`src/rtl/assert_macros.svh`:
```
// ----------------------------------------------------------------------------
// assert_macros.svh
// Assertion shorthands shared by the trimmer RTL.
// ----------------------------------------------------------------------------
`ifndef ASSERT_MACROS_SVH
`define ASSERT_MACROS_SVH

// Same-cycle implication, disabled in reset.
`define ASSERT_IMPL(name, clk, rst_n, ante, cons) \
    name: assert property (@(posedge clk) disable iff (!rst_n) (ante) |-> (cons)) \
        else $error("assertion failed");

// Next-cycle implication, disabled in reset.
`define ASSERT_NEXT(name, clk, rst_n, ante, cons) \
    name: assert property (@(posedge clk) disable iff (!rst_n) (ante) |=> (cons)) \
        else $error("assertion failed");

`endif

```
`src/rtl/fte_pkg.sv`:
```
// ----------------------------------------------------------------------------
// fte_pkg
// Shared widths, codes and control structs of the FASTQ end trimmer.
// ----------------------------------------------------------------------------
`default_nettype none

package fte_pkg;

    localparam int BYTE_W     = 8;
    localparam int POS_W      = 16;
    localparam int T5_W       = 8;
    localparam int T3_W       = 6;
    localparam int DEST_W     = 2;
    localparam int SRC_W      = 2;
    localparam int CFG_IDX_W  = 2;
    localparam int CFG_DATA_W = 8;
    localparam int NUM_SLOTS  = 5;   // three before the ring drain, two after
    localparam int SLOT_IDX_W = 3;

    localparam logic [BYTE_W-1:0] NL_CHAR = 8'd10;
    localparam logic [POS_W-1:0]  POS_MAX = 16'hFFFF;

    // result destinations
    localparam logic [DEST_W-1:0] DEST_MAIN  = 2'd0;
    localparam logic [DEST_W-1:0] DEST_FIVE  = 2'd1;
    localparam logic [DEST_W-1:0] DEST_THREE = 2'd2;

    // byte source of a result slot
    localparam logic [SRC_W-1:0] SRC_BYTE = 2'd0;
    localparam logic [SRC_W-1:0] SRC_NL   = 2'd1;
    localparam logic [SRC_W-1:0] SRC_OLD  = 2'd2;

    // register indexes
    localparam logic [CFG_IDX_W-1:0] CFG_TRIM_5 = 2'd0;
    localparam logic [CFG_IDX_W-1:0] CFG_TRIM_3 = 2'd1;
    localparam logic [CFG_IDX_W-1:0] CFG_KEEP   = 2'd2;

    typedef struct packed {
        logic [DEST_W-1:0] dest;
        logic [SRC_W-1:0]  src;
    } slot_t;

    typedef struct packed {
        logic accept;
        logic pre_emit;
        logic drain_emit;
        logic post_emit;
    } cmd_t;

    typedef struct packed {
        logic pre_any;
        logic pre_one;
        logic drain_any;
        logic drain_one;
        logic post_any;
        logic post_one;
        logic out_free;
    } sts_t;

endpackage

`default_nettype wire

```
`src/rtl/fte_if.sv`:
```
// ----------------------------------------------------------------------------
// fte_if
// Valid/ready channels of the trimmer: text in, results out, register writes.
// ----------------------------------------------------------------------------
`default_nettype none

interface fte_text_if;
    logic                      valid;
    logic                      ready;
    logic [fte_pkg::BYTE_W-1:0] in_byte;
    logic                      file_end;

    modport source (output valid, in_byte, file_end, input ready);
    modport sink   (input valid, in_byte, file_end, output ready);
endinterface

interface fte_result_if;
    logic                       valid;
    logic                       ready;
    logic [fte_pkg::DEST_W-1:0] dest;
    logic [fte_pkg::BYTE_W-1:0] out_byte;
    logic                       last_of_run;

    modport source (output valid, dest, out_byte, last_of_run, input ready);
    modport sink   (input valid, dest, out_byte, last_of_run, output ready);
endinterface

interface fte_cfg_if;
    logic                           valid;
    logic                           ready;
    logic [fte_pkg::CFG_IDX_W-1:0]  index;
    logic [fte_pkg::CFG_DATA_W-1:0] data;

    modport source (output valid, index, data, input ready);
    modport sink   (input valid, index, data, output ready);
endinterface

`default_nettype wire

```
`src/rtl/fastq_fixed_end_trimmer.sv`:
```
// ----------------------------------------------------------------------------
// fastq_fixed_end_trimmer
// Fixed-length 5'/3' trimming of FASTQ text streamed a byte per word.
//
//  channel  dir  payload                          handshake
//  -------  ---  -------------------------------  ---------------------
//  text     in   in_byte[7:0], file_end           valid/ready
//  result   out  dest[1:0], out_byte[7:0],        valid/ready
//                last_of_run
//  cfg      in   index[1:0], data[7:0]            valid/ready (ready=1)
//
// A text word is accepted only while the sequencer is idle; the next word waits
// until every result planned for it has left the sequencer. A trimmed line end
// gives, as enabled, the five-prime newline, the ring drain and the three-prime
// newline, then the main newline; the drain moves one tail byte per cycle.
// The single output register sets the pace: one result leaves per cycle while the
// result side is ready, and a stalled result side holds the sequencer.
// Reset clears line count, position, ring pointers and registers at once; the
// tail ring itself is not cleared, only bytes written in the current line are
// read back.
// ----------------------------------------------------------------------------
`default_nettype none

module fastq_fixed_end_trimmer #(
    parameter int MAX_TRIM_3 = 32
) (
    input  logic                clk,
    input  logic                rst_n,
    fte_text_if.sink            text,
    fte_result_if.source        result,
    fte_cfg_if.sink             cfg
);

    fte_pkg::cmd_t cmd;
    fte_pkg::sts_t sts;

    // registers take a write in any cycle; writes are to be made only while idle, the block does not enforce it
    assign cfg.ready = 1'b1;

    // controller: accept, then step through the planned results
    fte_ctrl u_ctrl (
        .clk      (clk),
        .rst_n    (rst_n),
        .in_valid (text.valid),
        .in_ready (text.ready),
        .sts      (sts),
        .cmd      (cmd)
    );

    // datapath: line state, tail ring, result plan, output register
    fte_datapath #(
        .MAX_TRIM_3 (MAX_TRIM_3)
    ) u_dp (
        .clk         (clk),
        .rst_n       (rst_n),
        .cfg_valid   (cfg.valid),
        .cfg_index   (cfg.index),
        .cfg_data    (cfg.data),
        .in_byte     (text.in_byte),
        .file_end    (text.file_end),
        .cmd         (cmd),
        .sts         (sts),
        .out_valid   (result.valid),
        .out_ready   (result.ready),
        .dest        (result.dest),
        .out_byte    (result.out_byte),
        .last_of_run (result.last_of_run)
    );

endmodule

`default_nettype wire

```
`src/rtl/fte_ram.sv`:
```
// ----------------------------------------------------------------------------
// fte_ram
// Generic single-write, single-read RAM with registered read (read-first).
// ----------------------------------------------------------------------------
`default_nettype none

module fte_ram #(
    parameter int WIDTH  = 8,
    parameter int DEPTH  = 32,
    parameter int ADDR_W = (DEPTH > 1) ? $clog2(DEPTH) : 1
) (
    input  logic              clk,
    input  logic              we,
    input  logic [ADDR_W-1:0] waddr,
    input  logic [WIDTH-1:0]  wdata,
    input  logic [ADDR_W-1:0] raddr,
    output logic [WIDTH-1:0]  rdata
);

    logic [WIDTH-1:0] mem [DEPTH];

    always_ff @(posedge clk)
    begin
        if (we)
        begin
            mem[waddr] <= wdata;
        end
        rdata <= mem[raddr];
    end

endmodule

`default_nettype wire

```
`src/rtl/fte_ctrl.sv`:
```
// ----------------------------------------------------------------------------
// fte_ctrl
// Sequencer: accepts a word, then walks the leading results, the ring drain
// and the trailing results, one per cycle while the output register is free.
// ----------------------------------------------------------------------------
`default_nettype none
`include "assert_macros.svh"

module fte_ctrl (
    input  logic          clk,
    input  logic          rst_n,
    input  logic          in_valid,
    output logic          in_ready,
    input  fte_pkg::sts_t sts,
    output fte_pkg::cmd_t cmd
);

    localparam logic [1:0] ST_IDLE  = 2'd0;
    localparam logic [1:0] ST_PRE   = 2'd1;
    localparam logic [1:0] ST_DRAIN = 2'd2;
    localparam logic [1:0] ST_POST  = 2'd3;

    logic [1:0] state_reg;
    logic [1:0] state_next;
    logic [1:0] after_pre;
    logic [1:0] after_drain;

    assign in_ready    = (state_reg == ST_IDLE);
    assign after_pre   = sts.drain_any ? ST_DRAIN : (sts.post_any ? ST_POST : ST_IDLE);
    assign after_drain = sts.post_any ? ST_POST : ST_IDLE;

    always_comb
    begin
        state_next     = state_reg;
        cmd            = '0;
        unique case (state_reg)
            ST_IDLE:
            begin
                if (in_valid)
                begin
                    cmd.accept = 1'b1;
                    state_next = ST_PRE;
                end
            end
            ST_PRE:
            begin
                if (!sts.pre_any)
                begin
                    state_next = after_pre;
                end
                else if (sts.out_free)
                begin
                    cmd.pre_emit = 1'b1;
                    if (sts.pre_one)
                    begin
                        state_next = after_pre;
                    end
                end
            end
            ST_DRAIN:
            begin
                if (sts.out_free)
                begin
                    cmd.drain_emit = 1'b1;
                    if (sts.drain_one)
                    begin
                        state_next = after_drain;
                    end
                end
            end
            ST_POST:
            begin
                if (!sts.post_any)
                begin
                    state_next = ST_IDLE;
                end
                else if (sts.out_free)
                begin
                    cmd.post_emit = 1'b1;
                    if (sts.post_one)
                    begin
                        state_next = ST_IDLE;
                    end
                end
            end
            default:
            begin
                state_next = ST_IDLE;
            end
        endcase
    end

    always_ff @(posedge clk or negedge rst_n)
    begin
        if (!rst_n)
        begin
            state_reg <= ST_IDLE;
        end
        else
        begin
            state_reg <= state_next;
        end
    end

    logic emit_any;
    assign emit_any = cmd.pre_emit || cmd.drain_emit || cmd.post_emit;

    `ASSERT_IMPL(a_emit_free, clk, rst_n, emit_any, sts.out_free)
    `ASSERT_IMPL(a_emit_single, clk, rst_n, 1'b1,
                 $onehot0({cmd.accept, cmd.pre_emit, cmd.drain_emit, cmd.post_emit}))
    `ASSERT_IMPL(a_drain_work, clk, rst_n, state_reg == ST_DRAIN, sts.drain_any)

endmodule

`default_nettype wire

```
`src/rtl/fte_datapath.sv`:
```
// ----------------------------------------------------------------------------
// fte_datapath
// Line state, tail ring, per-word result plan and the output register.
// ----------------------------------------------------------------------------
`default_nettype none
`include "assert_macros.svh"

module fte_datapath #(
    parameter int MAX_TRIM_3 = 32
) (
    input  logic                             clk,
    input  logic                             rst_n,
    input  logic                             cfg_valid,
    input  logic [fte_pkg::CFG_IDX_W-1:0]    cfg_index,
    input  logic [fte_pkg::CFG_DATA_W-1:0]   cfg_data,
    input  logic [fte_pkg::BYTE_W-1:0]       in_byte,
    input  logic                             file_end,
    input  fte_pkg::cmd_t                    cmd,
    output fte_pkg::sts_t                    sts,
    output logic                             out_valid,
    input  logic                             out_ready,
    output logic [fte_pkg::DEST_W-1:0]       dest,
    output logic [fte_pkg::BYTE_W-1:0]       out_byte,
    output logic                             last_of_run
);

    localparam int AW   = (MAX_TRIM_3 > 1) ? $clog2(MAX_TRIM_3) : 1;
    localparam int FW   = $clog2(MAX_TRIM_3 + 1);
    localparam int T3W  = fte_pkg::T3_W;
    localparam int CW   = (FW > T3W) ? FW : T3W;
    localparam int PW   = fte_pkg::POS_W;
    localparam int BW   = fte_pkg::BYTE_W;
    localparam int NS   = fte_pkg::NUM_SLOTS;
    localparam int SIW  = fte_pkg::SLOT_IDX_W;

    localparam logic [AW-1:0]  HEAD_LAST = AW'(MAX_TRIM_3 - 1);
    localparam logic [FW-1:0]  FILL_MAX  = FW'(MAX_TRIM_3);
    localparam logic [FW:0]    SUM_MOD   = (FW + 1)'(MAX_TRIM_3);
    localparam logic [T3W-1:0] T3_CAP    = T3W'(MAX_TRIM_3);

    // configuration
    logic [fte_pkg::T5_W-1:0] trim5_reg;
    logic [T3W-1:0]           trim3_reg;
    logic                     keep_reg;

    // line state
    logic [1:0]    phase_reg, phase_next;
    logic [PW-1:0] pos_reg,   pos_next;
    logic [AW-1:0] head_reg,  head_next;
    logic [FW-1:0] fill_reg,  fill_next;

    // per-word plan
    logic [NS-1:0]     en_reg,        en_next;
    fte_pkg::slot_t    plan_reg [NS];
    fte_pkg::slot_t    plan_next [NS];
    logic [FW-1:0]     drain_cnt_reg, drain_cnt_next;
    logic [AW-1:0]     drain_ptr_reg, drain_ptr_next;
    logic [BW-1:0]     byte_reg;
    logic              fresh_reg;
    logic [BW-1:0]     old_reg;

    // output register
    logic                        out_valid_reg, out_valid_next;
    logic [fte_pkg::DEST_W-1:0]  out_dest_reg,  out_dest_next;
    logic [BW-1:0]               out_byte_reg,  out_byte_next;
    logic                        out_last_reg,  out_last_next;

    // ring
    logic          ram_we;
    logic [AW-1:0] ram_waddr;
    logic [AW-1:0] ram_raddr;
    logic [BW-1:0] ram_rdata;

    fte_ram #(
        .WIDTH (BW),
        .DEPTH (MAX_TRIM_3)
    ) u_ring (
        .clk   (clk),
        .we    (ram_we),
        .waddr (ram_waddr),
        .wdata (in_byte),
        .raddr (ram_raddr),
        .rdata (ram_rdata)
    );

    // decode of the incoming word against current line state
    logic [T3W-1:0] t3c;
    logic           k5, k3, seq, eol;
    logic           direct, pop, push, five_cut;
    logic [PW-1:0]  q;
    logic [FW-1:0]  fill_mid;
    logic [AW-1:0]  head_inc, head_mid, drain_ptr_inc;
    logic [FW:0]    wsum;
    logic [PW-1:0]  pos_inc;

    assign t3c      = (trim3_reg > T3_CAP) ? T3_CAP : trim3_reg;
    assign k5       = keep_reg && (trim5_reg != '0);
    assign k3       = keep_reg && (t3c != '0);
    assign seq      = phase_reg[0];
    assign eol      = (in_byte == fte_pkg::NL_CHAR) || file_end;
    assign five_cut = k5 && (pos_reg < PW'(trim5_reg));
    assign direct   = (fill_reg == '0) && (t3c == '0);
    assign pop      = !direct && (CW'(fill_reg) >= CW'(t3c)) && (fill_reg != '0);
    assign q        = (pos_reg >= PW'(fill_reg)) ? (pos_reg - PW'(fill_reg)) : '0;
    assign head_inc = (head_reg == HEAD_LAST) ? '0 : (head_reg + AW'(1));
    assign head_mid = pop ? head_inc : head_reg;
    assign fill_mid = pop ? (fill_reg - FW'(1)) : fill_reg;
    assign push     = !direct && (fill_mid < FILL_MAX);
    assign wsum     = (FW + 1)'(head_mid) + (FW + 1)'(fill_mid);
    assign ram_waddr = (wsum >= SUM_MOD) ? AW'(wsum - SUM_MOD) : AW'(wsum);
    assign ram_we   = cmd.accept && !eol && seq && push;
    assign pos_inc  = (pos_reg != fte_pkg::POS_MAX) ? (pos_reg + PW'(1)) : pos_reg;

    assign drain_ptr_inc = (drain_ptr_reg == HEAD_LAST) ? '0 : (drain_ptr_reg + AW'(1));
    // hold the read address on the next ring byte; the data arrives in the next cycle
    assign ram_raddr = cmd.accept     ? head_reg :
                       cmd.drain_emit ? drain_ptr_inc : drain_ptr_reg;

    // slot selection and status
    logic [SIW-1:0] pre_idx, post_idx;
    logic [BW-1:0]  old_byte;

    always_comb
    begin
        if (en_reg[0])
            pre_idx = SIW'(0);
        else if (en_reg[1])
            pre_idx = SIW'(1);
        else
            pre_idx = SIW'(2);
        post_idx = en_reg[3] ? SIW'(3) : SIW'(4);
    end

    assign old_byte      = fresh_reg ? ram_rdata : old_reg;
    assign sts.pre_any   = |en_reg[2:0];
    assign sts.pre_one   = ($countones(en_reg[2:0]) == 1);
    assign sts.drain_any = (drain_cnt_reg != '0);
    assign sts.drain_one = (drain_cnt_reg == FW'(1));
    assign sts.post_any  = |en_reg[4:3];
    assign sts.post_one  = ($countones(en_reg[4:3]) == 1);
    assign sts.out_free  = !out_valid_reg || out_ready;

    function automatic logic [BW-1:0] pick_byte(input logic [fte_pkg::SRC_W-1:0] src,
                                               input logic [BW-1:0] cur,
                                               input logic [BW-1:0] old);
        logic [BW-1:0] r;
        case (src)
            fte_pkg::SRC_BYTE: r = cur;
            fte_pkg::SRC_OLD:  r = old;
            default:           r = fte_pkg::NL_CHAR;
        endcase
        return r;
    endfunction

    // plan for the word being accepted
    always_comb
    begin
        for (int i = 0; i < NS; i++)
        begin
            plan_next[i] = plan_reg[i];
        end
        en_next        = en_reg;
        drain_cnt_next = drain_cnt_reg;
        drain_ptr_next = drain_ptr_reg;
        phase_next     = phase_reg;
        pos_next       = pos_reg;
        head_next      = head_reg;
        fill_next      = fill_reg;

        if (cmd.accept)
        begin
            for (int i = 0; i < NS; i++)
            begin
                plan_next[i] = '{dest: fte_pkg::DEST_MAIN, src: fte_pkg::SRC_NL};
            end
            en_next        = '0;
            drain_cnt_next = '0;
            drain_ptr_next = head_reg;

            if (eol)
            begin
                if (seq)
                begin
                    en_next[0]     = k5;
                    plan_next[0]   = '{dest: fte_pkg::DEST_FIVE, src: fte_pkg::SRC_NL};
                    drain_cnt_next = k3 ? fill_reg : '0;
                    en_next[3]     = k3;
                    plan_next[3]   = '{dest: fte_pkg::DEST_THREE, src: fte_pkg::SRC_NL};
                    en_next[4]     = 1'b1;
                    plan_next[4]   = '{dest: fte_pkg::DEST_MAIN, src: fte_pkg::SRC_NL};
                end
                else
                begin
                    en_next[0]   = 1'b1;
                    plan_next[0] = '{dest: fte_pkg::DEST_MAIN, src: fte_pkg::SRC_NL};
                    en_next[1]   = k5;
                    plan_next[1] = '{dest: fte_pkg::DEST_FIVE, src: fte_pkg::SRC_NL};
                    en_next[2]   = k3;
                    plan_next[2] = '{dest: fte_pkg::DEST_THREE, src: fte_pkg::SRC_NL};
                end
                pos_next   = '0;
                head_next  = '0;
                fill_next  = '0;
                phase_next = file_end ? 2'd0 : (phase_reg + 2'd1);
            end
            else if (seq)
            begin
                en_next[0]   = five_cut;
                plan_next[0] = '{dest: fte_pkg::DEST_FIVE, src: fte_pkg::SRC_BYTE};
                if (direct)
                begin
                    en_next[1]   = !(pos_reg < PW'(trim5_reg));
                    plan_next[1] = '{dest: fte_pkg::DEST_MAIN, src: fte_pkg::SRC_BYTE};
                end
                else
                begin
                    en_next[1]   = pop && (q >= PW'(trim5_reg));
                    plan_next[1] = '{dest: fte_pkg::DEST_MAIN, src: fte_pkg::SRC_OLD};
                end
                head_next = head_mid;
                fill_next = push ? (fill_mid + FW'(1)) : fill_mid;
                pos_next  = pos_inc;
            end
            else
            begin
                en_next[0]   = 1'b1;
                plan_next[0] = '{dest: fte_pkg::DEST_MAIN, src: fte_pkg::SRC_BYTE};
                en_next[1]   = k5;
                plan_next[1] = '{dest: fte_pkg::DEST_FIVE, src: fte_pkg::SRC_BYTE};
                en_next[2]   = k3;
                plan_next[2] = '{dest: fte_pkg::DEST_THREE, src: fte_pkg::SRC_BYTE};
                pos_next     = pos_inc;
            end
        end

        if (cmd.pre_emit)
        begin
            en_next[pre_idx] = 1'b0;
        end
        if (cmd.post_emit)
        begin
            en_next[post_idx] = 1'b0;
        end
        if (cmd.drain_emit)
        begin
            drain_cnt_next = drain_cnt_reg - FW'(1);
            drain_ptr_next = drain_ptr_inc;
        end
    end

    // output register load
    always_comb
    begin
        out_valid_next = out_valid_reg && !out_ready;
        out_dest_next  = out_dest_reg;
        out_byte_next  = out_byte_reg;
        out_last_next  = out_last_reg;
        if (cmd.pre_emit)
        begin
            out_valid_next = 1'b1;
            out_dest_next  = plan_reg[pre_idx].dest;
            out_byte_next  = pick_byte(plan_reg[pre_idx].src, byte_reg, old_byte);
            out_last_next  = sts.pre_one && !sts.drain_any && !sts.post_any;
        end
        else if (cmd.drain_emit)
        begin
            out_valid_next = 1'b1;
            out_dest_next  = fte_pkg::DEST_THREE;
            out_byte_next  = ram_rdata;
            out_last_next  = 1'b0;
        end
        else if (cmd.post_emit)
        begin
            out_valid_next = 1'b1;
            out_dest_next  = plan_reg[post_idx].dest;
            out_byte_next  = pick_byte(plan_reg[post_idx].src, byte_reg, old_byte);
            out_last_next  = sts.post_one;
        end
    end

    always_ff @(posedge clk or negedge rst_n)
    begin
        if (!rst_n)
        begin
            trim5_reg     <= '0;
            trim3_reg     <= '0;
            keep_reg      <= 1'b0;
            phase_reg     <= '0;
            pos_reg       <= '0;
            head_reg      <= '0;
            fill_reg      <= '0;
            en_reg        <= '0;
            drain_cnt_reg <= '0;
            drain_ptr_reg <= '0;
            fresh_reg     <= 1'b0;
            out_valid_reg <= 1'b0;
        end
        else
        begin
            if (cfg_valid)
            begin
                unique case (cfg_index)
                    fte_pkg::CFG_TRIM_5: trim5_reg <= cfg_data;
                    fte_pkg::CFG_TRIM_3: trim3_reg <= cfg_data[T3W-1:0];
                    fte_pkg::CFG_KEEP:   keep_reg  <= cfg_data[0];
                    default:             ;
                endcase
            end
            phase_reg     <= phase_next;
            pos_reg       <= pos_next;
            head_reg      <= head_next;
            fill_reg      <= fill_next;
            en_reg        <= en_next;
            drain_cnt_reg <= drain_cnt_next;
            drain_ptr_reg <= drain_ptr_next;
            fresh_reg     <= cmd.accept;
            out_valid_reg <= out_valid_next;
        end
    end

    always_ff @(posedge clk)
    begin
        for (int i = 0; i < NS; i++)
        begin
            plan_reg[i] <= plan_next[i];
        end
        if (cmd.accept)
        begin
            byte_reg <= in_byte;
        end
        // ring byte popped by the word just taken; the slot may be overwritten later
        if (fresh_reg)
        begin
            old_reg <= ram_rdata;
        end
        out_dest_reg <= out_dest_next;
        out_byte_reg <= out_byte_next;
        out_last_reg <= out_last_next;
    end

    assign out_valid   = out_valid_reg;
    assign dest        = out_dest_reg;
    assign out_byte    = out_byte_reg;
    assign last_of_run = out_last_reg;

    `ASSERT_IMPL(a_head_range, clk, rst_n, 1'b1, head_reg <= HEAD_LAST)
    `ASSERT_IMPL(a_fill_range, clk, rst_n, 1'b1, fill_reg <= FILL_MAX)
    `ASSERT_NEXT(a_eol_clears, clk, rst_n, cmd.accept && eol,
                 (fill_reg == '0) && (pos_reg == '0) && (head_reg == '0))

endmodule

`default_nettype wire

```
`src/flat_wrapper.sv`:
```
// flat-port wrapper written by rule: the top's interface ports become plain ports
module fastq_fixed_end_trimmer_flat 
#(
    parameter int MAX_TRIM_3 = 32
)
  (clk, rst_n, text_valid, text_in_byte, text_file_end, text_ready, result_valid, result_dest, result_out_byte, result_last_of_run, result_ready, cfg_valid, cfg_index, cfg_data, cfg_ready);
  fte_text_if text_i ();
  fte_result_if result_i ();
  fte_cfg_if cfg_i ();
  input  logic clk;
  input  logic rst_n;
  input wire logic [$bits(text_i.valid)-1:0] text_valid;
  input wire logic [$bits(text_i.in_byte)-1:0] text_in_byte;
  input wire logic [$bits(text_i.file_end)-1:0] text_file_end;
  output wire logic [$bits(text_i.ready)-1:0] text_ready;
  output wire logic [$bits(result_i.valid)-1:0] result_valid;
  output wire logic [$bits(result_i.dest)-1:0] result_dest;
  output wire logic [$bits(result_i.out_byte)-1:0] result_out_byte;
  output wire logic [$bits(result_i.last_of_run)-1:0] result_last_of_run;
  input wire logic [$bits(result_i.ready)-1:0] result_ready;
  input wire logic [$bits(cfg_i.valid)-1:0] cfg_valid;
  input wire logic [$bits(cfg_i.index)-1:0] cfg_index;
  input wire logic [$bits(cfg_i.data)-1:0] cfg_data;
  output wire logic [$bits(cfg_i.ready)-1:0] cfg_ready;
  assign text_i.valid = text_valid;
  assign text_i.in_byte = text_in_byte;
  assign text_i.file_end = text_file_end;
  assign text_ready = text_i.ready;
  assign result_valid = result_i.valid;
  assign result_dest = result_i.dest;
  assign result_out_byte = result_i.out_byte;
  assign result_last_of_run = result_i.last_of_run;
  assign result_i.ready = result_ready;
  assign cfg_i.valid = cfg_valid;
  assign cfg_i.index = cfg_index;
  assign cfg_i.data = cfg_data;
  assign cfg_ready = cfg_i.ready;
  fastq_fixed_end_trimmer #(.MAX_TRIM_3(MAX_TRIM_3)) u_core (.clk(clk), .rst_n(rst_n), .text(text_i), .result(result_i), .cfg(cfg_i));
endmodule
```
`config.mk`:
```
export PLATFORM = sky130hd
export DESIGN_NAME = fastq_fixed_end_trimmer_flat
export DESIGN_NICKNAME = d
export VERILOG_FILES = /design/src/rtl/fte_pkg.sv /design/src/rtl/fte_if.sv /design/src/rtl/fastq_fixed_end_trimmer.sv /design/src/rtl/fte_ram.sv /design/src/rtl/fte_ctrl.sv /design/src/rtl/fte_datapath.sv /design/src/flat_wrapper.sv
export VERILOG_INCLUDE_DIRS = /design/src /design/src/rtl
export SDC_FILE = /design/constraint.sdc
export NUM_CORES = 1
export LEC_CHECK = 0
export BUFFER_PORTS_ARGS = -buffer_cell sky130_fd_sc_hd__buf_2
export CAP_MARGIN = 20
export CORE_ASPECT_RATIO = 1.2
export CORE_MARGIN = 2
export CORE_UTILIZATION = 40
export DETAILED_ROUTE_END_ITERATION = 16
export MAX_ROUTING_LAYER = met4
export PLACE_DENSITY = 0.57
export SKIP_LAST_GASP = 1
export SYNTH_ARGS = -nofsm -noshare
export SYNTH_HDL_FRONTEND = slang
export SYNTH_SLANG_ARGS = --single-unit
```
`constraint.sdc`:
```
create_clock -name clk -period 6.2 [get_ports clk]
set_clock_uncertainty 0.1 [all_clocks]
set_input_delay 0.93 -clock clk [delete_from_list [all_inputs] [get_ports clk]]
set_output_delay 0.93 -clock clk [all_outputs]
set_load 0.005 [all_outputs]
```
# Word level (Yosys, flattened, before mapping)
# Memories as Yosys holds them, arrays and structs flattened. A register that Yosys moved wholly into a read port is not among the register bits.
# Index checks and enable logic that the tools add are counted.
[classes] n_addsub=13 order_cmp=11 n_eq_ne=22 muxes=88 bitwise_logic=4 n_reduce_logical=48
[op_table] op="5-bit 2-to-1 mux" n=13
[op_table] op="6-bit 2-to-1 mux" n=10
[op_table] op="16-bit 2-to-1 mux" n=3
[op_table] op="8-bit 2-to-1 mux" n=6
[op_table] op="2-bit 2-to-1 mux" n=21
[op_table] op="8-bit one-hot mux with 2 select lines" n=2
[op_table] op="1-bit 2-to-1 mux" n=21
[op_table] op="20-bit 2-to-1 mux" n=1
[op_table] op="6-bit nonzero test" n=3
[op_table] op="16-bit by 1-bit adder with 16-bit output, second input constant" n=1
[op_table] op="16-bit by 6-bit greater-or-equal comparator with 1-bit output" n=1
[op_table] op="16-bit by 8-bit greater-or-equal comparator with 1-bit output" n=1
[op_table] op="1-bit logical AND" n=16
[op_table] op="16-bit by 8-bit < comparator with 1-bit output" n=1
[op_table] op="16-bit != test, second input constant" n=1
[op_table] op="16-bit by 6-bit subtractor with 16-bit output" n=1
[op_table] op="7-bit 2-to-1 mux" n=2
[op_table] op="6-bit zero test" n=2
[op_table] op="12-bit 2-to-1 mux" n=1
[op_table] op="3-bit 2-to-1 mux" n=4
[op_table] op="2-bit AND reduction" n=6
[op_table] op="6-bit by 1-bit subtractor with 6-bit output, second input constant" n=2
[op_table] op="5-bit by 1-bit adder with 5-bit output, second input constant" n=2
[op_table] op="5-bit AND" n=2
[op_table] op="other kinds (36)" n=63
[word_totals] regBits=91 ram_bits=276 out_inout_bits=14 elab_cells=206 memories=2
[mem_list] memory="u_core.u_dp.u_ring.mem" words=32 word_bits=8 rd=1 rd_ports_with_merged_regs=1 wr=1 line="fte_ram.sv:20" source="logic [WIDTH-1:0] mem [DEPTH];"
[mem_list] memory="u_core.u_dp.plan_reg" words=5 word_bits=4 rd=2 rd_ports_with_merged_regs=0 wr=5 line="fte_datapath.sv:54" source="fte_pkg::slot_t plan_reg [NS];"

# Longest topological paths before layout
# Gate-level depths: netlist (run 1).
[depth] depth_word=16 mapped_depth=19 ltp_nobuf=19

# Hierarchy
# Synthesis (run 1) repeated with hierarchy kept, for this count alone.
[hier_totals] hier_cells=1077 area_unflattened_um2=16248.1
[modules_own_cells] module="fte_ram" n_inst=1 cells_per_inst=417 area_per_inst_um2=10053.4 seq_area_each_um2=7847.5
[modules_own_cells] module="fte_datapath" n_inst=1 cells_per_inst=631 area_per_inst_um2=5987.0 seq_area_each_um2=2437.3
[modules_own_cells] module="fte_ctrl" n_inst=1 cells_per_inst=27 area_per_inst_um2=196.4 seq_area_each_um2=50.0
[modules_own_cells] module="fastq_fixed_end_trimmer" n_inst=1 cells_per_inst=2 area_per_inst_um2=11.3 seq_area_each_um2=0.0

# Worst setup path before layout (run 1)
# OpenSTA, ideal clock, no wires.
[synth_timing] path_kind="register to register" start="register u_core.u_dp.fill_reg[0]" end="memory u_core.u_dp.u_ring.mem[11][0] (enable)" t_arrival_ns=4.225 setup_slack_ns=1.505 path_stages_with_launch=20 synth_period_minus_slack_ns=4.695 path_cell_list="dfrtp_1 > clkbuf_1 > inv_1 > ha_1 > nand2b_4 > a2111oi_4 > o21ai_2 > nand2_1 > clkbuf_1 > nor2_1 > mux2_2 > ha_1 > inv_1 > fa_1 > inv_1 > a21o_1 > a21oi_1 > xnor3_2 > or2_4 > nor2_1"
[synth_via] elab_chain_len=11 word_cells_on_any_way=19 classes_between="add/sub (3); order compare (3); mux (5); reduce/logical (8)"
[synth_rtl] element="from (decl)" line="fte_datapath.sv:50" source="logic [FW-1:0] fill_reg, fill_next;"
[synth_rtl] element="from (signal assigned)" line="fte_datapath.sv:312" source="fill_reg <= fill_next;"
[synth_rtl] element="branches (longest 11 deep; another with 5-bit by 6-bit adder with 7-bit output)"
[synth_rtl] element="to (decl)" line="fte_ram.sv:20"
# Several ways; the timed one is not identified.

# Worst setup path in the final report (run 1)
[layout_timing] start="register u_core.u_dp.fill_reg[0]" end="memory u_core.u_dp.u_ring.mem[16][7] (enable)"
# Same word-level chain as after synthesis.

==> out/results.ini, run 1 <==
[min_path]
hold_class = reg2reg
hold_start = u_core.u_dp.old_reg[6]
hold_path_end = u_core.u_dp.old_reg[6]
hold-path-cell-count = 1

[drt]
first_pass_iters = 5
drc = 0
drt_iter0_markers = 816
vias = 11000
drt-wirelength-per-cell_um = 20.9
vias_per_cell = 5.48
routed_wl_mm = 41.9
detail-route-antenna-nets = 0

[clocking]
clockBufferDepth = 3
post_cts_buffers = 0
cts_hold_buf = 0
clockRootBuffer = clkbuf_16
htreeDepth = 2
clkSlewWorstSetupHoldPaths_ns = 0.06
cts_buffers = 38
cts_tree = yes
clock_latency_ns = 0.57
cts_resized = 0
clkSinkCount = 360

[setup_path]
worstSetupEndpointType = flip-flop
crit_path_frequent_cell = inv_1
critPathRequiredTime_ns = 6.29
worstPathMaxFanout = 12
critical-path-top-delay-family = simple AND/OR/NAND/NOR gates
arrival_ns = 5.19
worstSetupPathType = reg2reg
r2r_setup_slack_ns = 1.11
timing.rr.end = u_core.u_dp.u_ring.mem[16][7]
reg2reg_depth = 17
startpoint_type = flip-flop
worst-path-buf-inv = 3
cpPeakStageDelay_ns = 0.65
r2r_start = u_core.u_dp.fill_reg[0]
path_cells = inv_1, ha_1, nand2b_4, a2111oi_4, o21ai_2, nand2_1, nor2_1, mux2_2, ha_1, inv_1, fa_1, inv_1, a21o_1, a21oi_1, xnor3_2, nand3_1, nor2_1
critPathSlowestCell = nor2_1

[timing]
min_period_ns = 5.09
setup-tns-final_ns = 0
rsz0062_at_grt = no
slew_violations = 0
hold_viol = 0
fmaxAchievable_ghz = 0.196
tightest_slew_ns = 0.971
slew_headroom = 0.336
setup_violations = 0
hold_ws_ns = 0.378
finalCritPeriodShare = 0.822

[pwr]
p_total_mw = 9.16
power.leakage_nw = 6.92
vdd_drop_max_mv = 0.361
power_density_nw_per_um2 = 499

[yosys]
synth_flop_cell = edfxtp_1
synth_edf_count = 281
synth-seq-cells = 360
ys_seq_area_frac = 0.630
netlist_instances = 1413
synth_area_um2 = 16400
syn_nets = 1482
avgSynthCellArea_um2 = 11.6
synth_cell_types = 83
yosys_warnings = 0
async_reset_ff_frac = 0.175

[placed_design]
portBuffers = 36
hpwlAfterDp_mm = 27.6
dp_cells = 1941
place.gp.congestion = 0.857

[global_routing]
grt_pass1_vias = 11000
grt_util_all_layers = 0.205
grt_max_degree = 129
grt_overflow = 0
grt_pass1_wl_mm = 64.0
antenna_found_initial = 0

[die]
pin_count = 38
die-area_um2 = 42700
initial_core_util = 0.404
die_x_um = 189
rows = 81
core-area_um2 = 40600
die_h_um = 226

[final_layout]
fin_cells = 2011
layout-drive-gt1-share = 0.108
nets = 1511
largest_reg_flops = 256
fill_cells = 3722
areaGrowthSynthToFinish_pct = 12.0
antennaDiodeCount = 0

[flow_run]
drv_cap = 0

[outcome]
status = finished, final reports clean

where the power goes:
group / internal, mW / switching (mW) / total [mW] / leakage (nW)
logic: 1.35 / 2.41 / 3.76 / 2.81
registers: 2.89 / 0.201 / 3.09 / 3.49
clock network: 1.35 / 0.950 / 2.30 / 0.623
total: 5.60 / 3.56 / 9.16 / 6.92
cell families (layout without fill, tap and decap cells):
kind of cell               Yosys count  count (layout)  synth area share
AOI/OAI and AO/OA                  261             261             0.107
DFF                                360             360             0.630
muxes                               24              24            0.0169
buffers and inverters              107             166            0.0297
and+or+nand+nor                    584             584             0.164
adders and majority gates           45              45            0.0357
other                                1               1          0.000229
xor gates and xnor gates            31              31            0.0175
final cells by class:
type                       instances  area (um^2)  area share
timing repair buffer              55          335      0.0183
tap                              539          674      0.0367
multi-input combinational        946         5610       0.306
clock buffer                      48         1030      0.0561
clock inverter                    22          225      0.0123
inverter                          41          155     0.00845
sequential                       360        10300       0.563
worst max-delay path by stage:
stage,start,to,cells after the start
after floorplan,u_core.u_dp.fill_reg[0],u_core.u_dp.u_ring.mem[11][0],19
after global placement,text_in_byte[0],u_core.u_dp.u_ring.mem[25][2],8
after detailed placement,u_core.u_dp.fill_reg[0],u_core.u_dp.u_ring.mem[16][7],17
after CTS,u_core.u_dp.fill_reg[0],u_core.u_dp.u_ring.mem[16][7],17
after global routing,u_core.u_dp.fill_reg[0],u_core.u_dp.u_ring.mem[9][4],17
final,u_core.u_dp.fill_reg[0],u_core.u_dp.u_ring.mem[16][7],17
cells in the mapped netlist (5+ instances only):
master | number | area share
o2111ai_1 | 7 | 0.0037
a21o_1 | 12 | 0.0055
a21oi_1 | 45 | 0.014
and3_1 | 50 | 0.019
mux2_2 | 19 | 0.013
clkbuf_1 | 32 | 0.0073
o22ai_1 | 19 | 0.0072
or3_1 | 12 | 0.0046
nor2b_1 | 8 | 0.0031
a22o_1 | 5 | 0.0027
a22oi_1 | 7 | 0.0032
nor2_1 | 88 | 0.020
xor2_1 | 16 | 0.0085
buf_4 | 9 | 0.0041
nand2_1 | 309 | 0.071
nor3_1 | 23 | 0.0070
nand2b_1 | 7 | 0.0027
o21ai_0 | 52 | 0.016
dfrtp_1 | 63 | 0.096
a211o_1 | 15 | 0.0080
a31oi_1 | 45 | 0.017
nand4_1 | 11 | 0.0042
a211oi_1 | 15 | 0.0069
and2_1 | 10 | 0.0038
xnor2_1 | 14 | 0.0075
ha_1 | 42 | 0.032
nand3_1 | 28 | 0.0085
nand3b_1 | 5 | 0.0023
buf_2 | 17 | 0.0052
dfxtp_1 | 16 | 0.020
edfxtp_1 | 281 | 0.51
inv_1 | 39 | 0.0089
metal layers:
layer | global-route usage | share of wire | vias up
met2 | 0.345 | 0.50 | 329
met4 | 0.0743 | 0.033 | 0
met1 | 0.250 | 0.42 | 5377
met5 | - | 0 | -
met3 | 0.0336 | 0.053 | 90
li1 | - | - | 5218
cell usage in the layout (no fill, tap or decap), types with 8 or more instances in the layout:
cell / synthesis / layout
nand2_1: 309 / 309
edfxtp_1: 281 / 281
nor2_1: 88 / 88
dfrtp_1: 63 / 63
o21ai_0: 52 / 52
and3_1: 50 / 50
a21oi_1: 45 / 45
a31oi_1: 45 / 45
ha_1: 42 / 42
inv_1: 39 / 39
clkbuf_16: 0 / 39
buf_2: 17 / 36
nand3_1: 28 / 28
nor3_1: 23 / 23
mux2_2: 19 / 19
o22ai_1: 19 / 19
buf_4: 9 / 18
xor2_1: 16 / 16
dfxtp_1: 16 / 16
a211oi_1: 15 / 15
a211o_1: 15 / 15
xnor2_1: 14 / 14
or3_1: 12 / 12
a21o_1: 12 / 12
nand4_1: 11 / 11
clkinv_2: 0 / 10
and2_1: 10 / 10
nor2b_1: 8 / 8
worst reg2reg max path, stage by stage (launching register included):
cell and delay (ns):
dfrtp_1 0.50, inv_1 0.17, ha_1 0.32, nand2b_4 0.15
a2111oi_4 0.35, o21ai_2 0.16, nand2_1 0.35, nor2_1 0.11
mux2_2 0.28, ha_1 0.21, inv_1 0.07, fa_1 0.19
inv_1 0.05, a21o_1 0.17, a21oi_1 0.20, xnor3_2 0.37
nand3_1 0.34, nor2_1 0.65
per-stage QoR:
step	util	area, um^2	setup slack [ns]
6_report	0.452	18400	1.11
5_1_grt	0.452	18400	0.808
3_3_place_gp	0.421	17100	1.19
4_1_cts	0.452	18400	1.11
2_1_floorplan	-	16400	1.50
3_5_place_dp	0.421	17100	1.13
Power figures use the tool's default switching activity.
==> run 2: changes to the inputs <==
Settings changed: PLACE_DENSITY 0.57 to 0.59.
Clock period 6.2 ns to 4.2 ns, I/O delays scaled along.
==> out/results.ini, run 2 (synthesized netlist as in run 1, its figures left out) <==
[outcome]
status = finished, final reports clean  ; unchanged

[final_layout]
final_area_um2 = 19300  ; was 18400 um^2
layout-drive-gt1-share = 0.181  ; was 0.108
largest_reg_flops = 256  ; unchanged
areaGrowthSynthToFinish_pct = 17.4  ; was 12.0%
final_common_cell = nand2_1  ; unchanged
fin_cells = 2084  ; was 2011
layout_common_cells = 307 x nand2_1, 281 x edfxtp_1, 86 x buf_4, 63 x dfrtp_1, 62 x nor2_1  ; was 309 x nand2_1, 281 x edfxtp_1, 88 x nor2_1, 63 x dfrtp_1, 52 x o21ai_0
nets = 1585  ; was 1511
fill_cells = 3683  ; was 3722
finish.utilization = 0.474  ; was 0.452

[die]
pin_count = 38  ; unchanged
die_h_um = 226  ; unchanged
die-area_um2 = 42700  ; unchanged
rows = 81  ; unchanged
core-area_um2 = 40600  ; unchanged
initial_core_util = 0.404  ; unchanged
die_x_um = 189  ; unchanged

[clocking]
clkSinkCount = 360  ; unchanged
cts_buffers = 37  ; was 38
htreeDepth = 2  ; unchanged
clkSlewWorstSetupHoldPaths_ns = 0.06  ; about the same
clockRootBuffer = clkbuf_16  ; unchanged
clock_latency_ns = 0.56  ; was 0.57 ns
clockBufferDepth = 3  ; unchanged
cts_tree = yes  ; unchanged

[flow_run]
drv_cap = 0  ; unchanged

[pwr]
power.share.combinational = 0.466  ; was 0.411
vdd_drop_max_mv = 0.402  ; was 0.361 mV
p_total_mw = 14.5  ; was 9.16 mW
power.leakage_nw = 7.33  ; was 6.92 nW
clockPowerShare = 0.222  ; was 0.251
power_frac_seq = 0.312  ; was 0.338
internal_power_mw = 8.84  ; was 5.60 mW
switching_share = 0.389  ; about the same
switchingPower_mw = 5.62  ; was 3.56 mW
power_density_nw_per_um2 = 750  ; was 499 nW/um^2

[global_routing]
antenna_found_initial = 1  ; was 0
grt_overflow = 0  ; unchanged
grt_pass1_vias = 11200  ; was 11000
grt_pass1_wl_mm = 64.8  ; was 64.0 mm
grt_util_all_layers = 0.206  ; was 0.205
grt_max_degree = 81  ; was 129

[drt]
drt_iter0_markers = 746  ; was 816
first_pass_iters = 5  ; unchanged
drt-wirelength-per-cell_um = 20.3  ; was 20.9 um
vias = 11300  ; was 11000
drc = 0  ; unchanged
vias_per_cell = 5.43  ; was 5.48
detail-route-antenna-nets = 0  ; unchanged
routed_wl_mm = 42.4  ; was 41.9 mm

[setup_path]
worst-path-buf-inv = 1  ; was 3
startpoint_type = flip-flop  ; unchanged
worstSetupEndpointType = flip-flop  ; unchanged
path_cells = nor2b_1, ha_1, nand2b_4, a2111oi_4, o21ai_2, nand2_2, nor2_2, mux2_4, ha_4, buf_4, a21o_1, a21oi_4, xnor2_2, or3_4, or2_4, nor2_4  ; was inv_1, ha_1, nand2b_4, a2111oi_4, o21ai_2, nand2_1, nor2_1, mux2_2, ha_1, inv_1, fa_1, inv_1, a21o_1, a21oi_1, xnor3_2, nand3_1, nor2_1
cpPeakStageDelay_ns = 0.39  ; was 0.65 ns
worstSetupPathType = reg2reg  ; unchanged
worstPathMaxFanout = 8  ; was 12
critPathRequiredTime_ns = 4.33  ; was 6.29 ns
arrival_ns = 4.18  ; was 5.19 ns
critical-path-top-delay-family = simple AND/OR/NAND/NOR gates  ; unchanged
critPathSlowestCell = or3_4  ; was nor2_1

[timing]
finalCritPeriodShare = 0.964  ; was 0.822
hold_viol = 0  ; unchanged
slew_violations = 0  ; unchanged
layout_setup_ws_ns = 0.150  ; was 1.11 ns
fmaxAchievable_ghz = 0.247  ; was 0.196 GHz
slew_headroom = 0.356  ; was 0.336
setup_violations = 0  ; unchanged
tightest_slew_ns = 0.962  ; was 0.971 ns
min_period_ns = 4.05  ; was 5.09 ns
hold_ws_ns = 0.132  ; was 0.378 ns
setup-tns-final_ns = 0  ; unchanged

[min_path]
hold_class = in2async  ; was reg2reg

[placed_design]
placed_cell_area_um2 = 17800  ; was 17100 um^2
hpwlAfterDp_mm = 28.2  ; was 27.6 mm
pre_cts_slack_ns = 0.0395  ; was 1.13 ns
place.gp.congestion = 0.876  ; was 0.857
portBuffers = 36  ; unchanged
dp_cells = 2004  ; was 1941

==> run 2: cell count changes in the layout (fill, tap and decap cells not counted), sizes merged <==
cell,previous run,this run
bufinv,4,2
diode,0,1
clkbuf,48,51
inv,42,41
buf,55,130
clkinv,17,14
==> run 2: final timing paths <==
| check | endpoint | startpoint | cells past startpoint | slack, ns |
|---|---|---|---|---|
| setup / recovery | u_core.u_dp.u_ring.mem[7][6] | u_core.u_dp.trim3_reg[0] | 16 | 0.15 |
| hold / removal | u_core.u_dp.pos_reg[14] | rst_n | 2 | 0.13 |
| setup reg to reg | u_core.u_dp.u_ring.mem[7][6] | u_core.u_dp.trim3_reg[0] | 16 | 0.15 |
| hold reg to reg | u_core.u_dp.old_reg[5] | u_core.u_dp.old_reg[5] | 1 | 0.38 |
| max in group asynchronous | u_core.u_dp.drain_ptr_reg[3] | rst_n | 2 | 3.25 |
| min in group clk | u_core.u_dp.trim5_reg[6] | cfg_data[6] | 3 | 0.18 |
==> run 2: cell type report <==
| class | count | area [um^2] | area share |
|---|---|---|---|
| sequential | 360 | 10300 | 0.536 |
| multi-input combinational | 946 | 5960 | 0.309 |
| clock buffer | 51 | 1030 | 0.0534 |
| timing repair buffer | 130 | 968 | 0.0503 |
| tap | 539 | 674 | 0.0350 |
| inverter | 41 | 155 | 0.00805 |
| clock inverter | 16 | 144 | 0.00747 |
| antenna | 1 | 2.50 | 0.000130 |
==> run 2: power by group through the flow <==
stage | clock [mW] | sequential, mW | combinational, mW
after floorplan | 0 | 4.50 | 4.34
after global placement | 0 | 4.56 | 6.34
after detailed placement | 0 | 4.58 | 6.40
after CTS | 3.27 | 4.50 | 6.42
after global routing | 3.41 | 4.55 | 7.41
final | 3.21 | 4.51 | 6.74
==> run 2: metal layers <==
layer  routed length (um)  GRT usage
met4                 1860     0.0882
met1                18100      0.262
met3                 2290     0.0322
met5                    0          -
met2                20200      0.329
==> run 2: timing repair <==
action | 4_1_cts | 5_1_grt
resized for setup | 0 | 29
buffers inserted | 0 | 12
endpoints found under the setup margin | 0 | 254
hold buffers | 0 | 0
endpoints found under the hold margin | 0 | 0
